### config.mk
export PLATFORM = sky130hd
export DESIGN_NAME = ppg_mul
export DESIGN_NICKNAME = d
export VERILOG_FILES = /design/src/rtl/ppg_pkg.sv /design/src/rtl/ppg_mul.sv
export SDC_FILE = /design/constraint.sdc
export NUM_CORES = 2
export LEC_CHECK = 0
export BUFFER_PORTS_ARGS = -buffer_cell sky130_fd_sc_hd__buf_2
export CAP_MARGIN = 5
export CORE_MARGIN = 8
export CORE_UTILIZATION = 35
export CTS_CLUSTER_SIZE = 12
export DETAILED_ROUTE_END_ITERATION = 8
export GPL_ROUTABILITY_DRIVEN = 0
export PLACE_DENSITY = 0.49
export SYNTH_ARGS = -nofsm -noshare
export SYNTH_HDL_FRONTEND = slang
export SYNTH_SLANG_ARGS = --single-unit
export TNS_END_PERCENT = 100
### constraint.sdc
create_clock -name clk_i -period 16.55 [get_ports clk_i]
set_input_delay 3.31 -clock clk_i [delete_from_list [all_inputs] [get_ports clk_i]]
set_output_delay 3.31 -clock clk_i [all_outputs]
set_load 0.02 [all_outputs]
### src/rtl/ppg_pkg.sv
// Shared types and constants for the progressive photon gather block.
// Depends on nothing; used by ppg_mul and progressive_photon_gather.
package ppg_pkg;

  localparam int unsigned NumPointsDef = 64;
  localparam int unsigned IdxW         = 6;
  localparam logic [15:0] AlphaReset   = 16'd45875;

  typedef enum logic [1:0] {
    KIND_LOAD   = 2'd0,
    KIND_PHOTON = 2'd1,
    KIND_PASS   = 2'd2
  } kind_e;

  // One stored measurement point.
  typedef struct packed {
    logic [15:0] x;
    logic [15:0] y;
    logic [15:0] z;
    logic [15:0] radius;
    logic [31:0] pass_ph;
    logic [47:0] pass_fx;
    logic [31:0] tot_ph;
    logic [47:0] tot_fx;
  } point_t;

  // Operand pair for the shared multiplier.
  typedef struct packed {
    logic [47:0] a;
    logic [15:0] b;
  } mul_req_t;

endpackage

### src/rtl/ppg_mul.sv
// Shared 48x16 multiplier with a registered product.
// Depends on ppg_pkg for the operand struct.
module ppg_mul (
  input  logic              clk_i,
  input  ppg_pkg::mul_req_t req_i,
  output logic [63:0]       prod_o
);

  always_ff @(posedge clk_i) begin
    prod_o <= 64'(req_i.a) * 64'(req_i.b);
  end

endmodule

### Word level (Yosys, flattened, before mapping)

Cells that the tools add are included.
W data, S select, Z words.

* bits of input ports: 65
* output and inout port bits: 64
* logic and storage cells: 2
* register bits: 64

* $mul: 1

Operator list (count)
* $mul A48 B16 Y64: 1

### Longest topological paths before layout

* depth after elaboration: 1
* mapped depth: 27
* gate-level depth less buffers: 23

### Worst setup path after synthesis

OpenSTA, ideal clock, no wires.

* path kind: input-to-reg
* start: input req_i[1] in the netlist's numbering
* end: register prod_o[61]
* library setup time: 0.127 ns
* arrival time: 9.326 ns
* path slack: 7.096 ns
* cell stages on the path: 24
* buffers on the path: 3
* required time: 16.423 ns
* path through: clkbuf_1 clkbuf_1 nand2_1 fa_1 fa_1 fa_1 inv_1 fa_1 fa_1 inv_1 fa_1 inv_1 ha_1 buf_2 a21oi_2 o21ai_2 o31a_1 nor4b_4 a221oi_4 o21ba_2 o21ai_4 a2111oi_4 o31ai_2 xor2_1

* word-level cells in the longest chain between the ends: 1

RTL lines
* start: declaration: line ppg_mul.sv:5 `input ppg_pkg::mul_req_t req_i,`
* $mul A48 B16 Y64: line ppg_mul.sv:10 `prod_o <= 64'(req_i.a) * 64'(req_i.b);`
* end signal: assignment: line ppg_mul.sv:10
* end: declaration: line ppg_mul.sv:6 `output logic [63:0] prod_o`

No other way between the ends.

### Worst setup path in the final report

* start: input req_i[7] in the netlist's numbering
* end: register prod_o[58]

The elaborated chain is that of the path after synthesis.

==> reports/summary.txt <==
===========================================================================
Highest cell delay on the worst timing path                         0.62 ns
Type of the worst min-delay path                               input port to flop
Post-detail-place hpwl                                              59.4 mm
Via density per instance                                               4.99
Tightest hold margin                                                3.39 ns
Hold-fix buffer count after cts                                           0
Final cycle utilization of the critical path                          60.9%
Worst rel slew slack                                                  44.3%
Startpoint class of the critical path                            input port
Max FFs per register                                                     64
Synthesized instance count                                             2837
Number of distinct library cells after synthesis                         59
Number of gates given a new drive strength after cts                      0
First-pass iteration count of the detailed router                         5
Layout filler cell count                                               7439
Maximum capacitance violations                                            0
Share of layout cells above drive strength 1                          6.61%
Crit path required time                                            16.85 ns
Die ar.                                                        0.0807 sq mm
X dimension of the die                                          284 microns
Net count, final                                                       3682
Synth Warn #                                                              0
Post-synthesis register bit count                                        64
Most flops, register                                                 prod_o
CP Class                                                       input port to flop
Worst Tran Pin Value                                               0.835 ns
Largest fanout on the critical path                                      48
Post-CTS setup repair buffer count                                        0
Effective utilization at floorplan                                    35.3%
Run status                                                     finished clean
TritonCTS clock tree                                                  built
Syn_area_per_cell                                                8.87 sq um
Area added between synthesis and finish                               6.58%
Async set or reset register ratio after synthesis                        0%
Cell repeated most along the worst path                        sky130_fd_sc_hd__fa_1
Number of failing setup endpoints in the final timing report              0
Maximum clock insertion buffer count                                      2
Largest registers                                               prod_o (64)
CTS Buf Count                                                             9
Clock Root Buffer                                              sky130_fd_sc_hd__clkbuf_16
Syn_nets                                                               3680
Largest net degree at the start of global routing                        49
Initial antenna violation count                                           7
Number of clock sinks                                                    64
Total GRT Usage                                                       19.5%
Number of H-tree branching levels                                         3
Flip-flop cell with the highest count after synthesis          sky130_fd_sc_hd__dfxtp_1
Total area of multi-input combinational cells                  0.0208 sq mm
Category of the worst setup path capture point                         flop
Instance count along the most critical hold path                          2
Die boundary height                                             284 microns
Top achievable clock speed                                         99.2 MHz
Sequential cell area                                           0.00128 sq mm
Ports                                                                   129
Data arrival time of the critical path                             10.37 ns
Max-slew violations                                                       0
Total grt overflow                                                        0
Setup repair after global routing missed its margin                   false
Final Routed Wirelength                                             77.6 mm
Clk pin slew, worst setup/hold paths                                0.06 ns
Number of rows created at floorplan                                      98
Wire length of the first global-routing pass                         123 mm
Minimum clock period after layout                                  10.08 ns
Post-route DRC violation count                                            0
Detail-routed net length per standard cell                     20.4 microns
Via count of the first global-routing pass                            21800
Antenna-violating nets left                                               0
Mapped Area                                                    0.0252 sq mm
Number of failing hold endpoints at the final stage                       0
Cells traversed along the worst timing path                    buf_2 -> buf_4 -> nand2_1 -> fa_1 -> inv_1 -> fa_1 -> inv_1 -> fa_1 -> inv_1 -> fa_1 -> fa_1 -> fa_1 -> ha_1 -> and2_4 -> o211ai_2 -> a21oi_2 -> a2bb2oi_2 -> o21ai_1 -> o41a_1 -> o41ai_4 -> a31oi_1 -> o21bai_1 -> xor2_1
Highest-delay cell along the critical path                     sky130_fd_sc_hd__buf_4
Part of the Yosys area used for sequential elements                   5.09%
CORE AREA                                                      0.0714 sq mm
Count of input and output buffers                                       128
Total instance count after detailed placement                          3778
Final cell count without fillers                                       3797
Iteration-0 DRC Markers                                                1059
Overall via count from detail_route                                   19000
EDFF count, synth                                                         0
Total negative slack for setup checks                                  0 ns
===========================================================================
## synth_stat cells, drive strengths merged, types with 5 or more instances
library cell | instances | area share (%)
a21oi | 67 | 1.4
dfxtp | 64 | 5.1
and2 | 271 | 6.7
ha | 136 | 6.8
buf | 10 | 0.21
xnor2 | 33 | 1.1
a21o | 45 | 1.3
clkbuf | 144 | 2.1
nand4 | 22 | 0.55
nor2 | 30 | 0.45
nor2b | 5 | 0.12
o21ai | 43 | 0.99
and3 | 7 | 0.17
nand2 | 546 | 8.1
fa | 642 | 51
o21bai | 11 | 0.33
a31oi | 10 | 0.25
xor2 | 27 | 0.94
nand3 | 11 | 0.22
inv | 659 | 9.8
nor3 | 13 | 0.28
## area by class of cell
| class | count | share of cell area [%] |
|---|---|---|
| antenna | 3 | 0.0280 |
| multi-input combinational | 1960 | 77.6 |
| tap | 950 | 4.43 |
| clock inverter | 4 | 0.107 |
| inverter | 659 | 9.22 |
| sequential | 64 | 4.78 |
| clock buffer | 12 | 0.956 |
| timing repair buffer | 145 | 2.86 |
## metrics by stage
stage,util (%),setup WS [ns],instance area (sq um)
after floorplan,-,7.10,25200
after global placement,37.2,6.32,26500
after detailed placement,37.2,6.22,26500
after CTS,37.6,6.61,26800
after global routing,37.6,6.25,26800
final,37.6,6.47,26800
## metal layers
metal | wire [microns] | vias up | global-route usage, %
li1 | - | 8202 | -
met1 | 31000 | 9940 | 23.7
met2 | 39600 | 647 | 35.1
met3 | 4590 | 154 | 3.06
met4 | 2370 | 8 | 5.76
met5 | 51 | - | 0
## worst paths after layout
path	startpoint	endpoint	slack, ns
max	req_i[7]	prod_o[58]	6.47
min	req_i[16]	prod_o[0]	3.39
## placed cells by master, fill, tap and decap left out, drive strengths merged, types with 2 or more instances in the layout
cell      Yosys  final
nor3         13     13
a211oi        4      4
diode         0      3
a21o         45     45
nand4        22     22
and3          7      7
nand3        11     11
inv         659    659
a21oi        67     67
o211ai        4      4
buf          10    145
clkinvlp      0      2
or2           2      2
clkbuf      144     12
xor2         27     27
a31oi        10     10
a31o          2      2
o21a          3      3
a221oi        2      2
o31ai         2      2
nor2         30     30
clkinv        0      2
nor2b         5      5
a2111oi       3      3
dfxtp        64     64
a41oi         2      2
nand2       546    546
ha          136    136
nand2b        4      4
o21bai       11     11
fa          642    642
xnor2        33     33
and2        271    271
o21ai        43     43
## worst max-delay path: cells and delay by family
kind / cells / cell delay, ns
buf+inv: 5 / 0.86
simple gates: 2 / 0.39
compound gates: 8 / 2.20
xor+xnor: 1 / 0.18
fa+ha+maj: 7 / 3.36
## logic make-up after synthesis
logic type / Yosys count / share of synthesized area (%)
AND/OR/NAND/NOR: 914 / 17.0
buffers and inverters: 813 / 12.2
adder cells (fa/ha/maj): 778 / 57.8
AO/OA/AOI/OAI: 208 / 5.82
flip-flops: 64 / 5.09
XOR/XNOR: 60 / 2.09
Power is not shown: default switching activity piles up to over one toggle a cycle in this logic, so the estimate is an artifact.
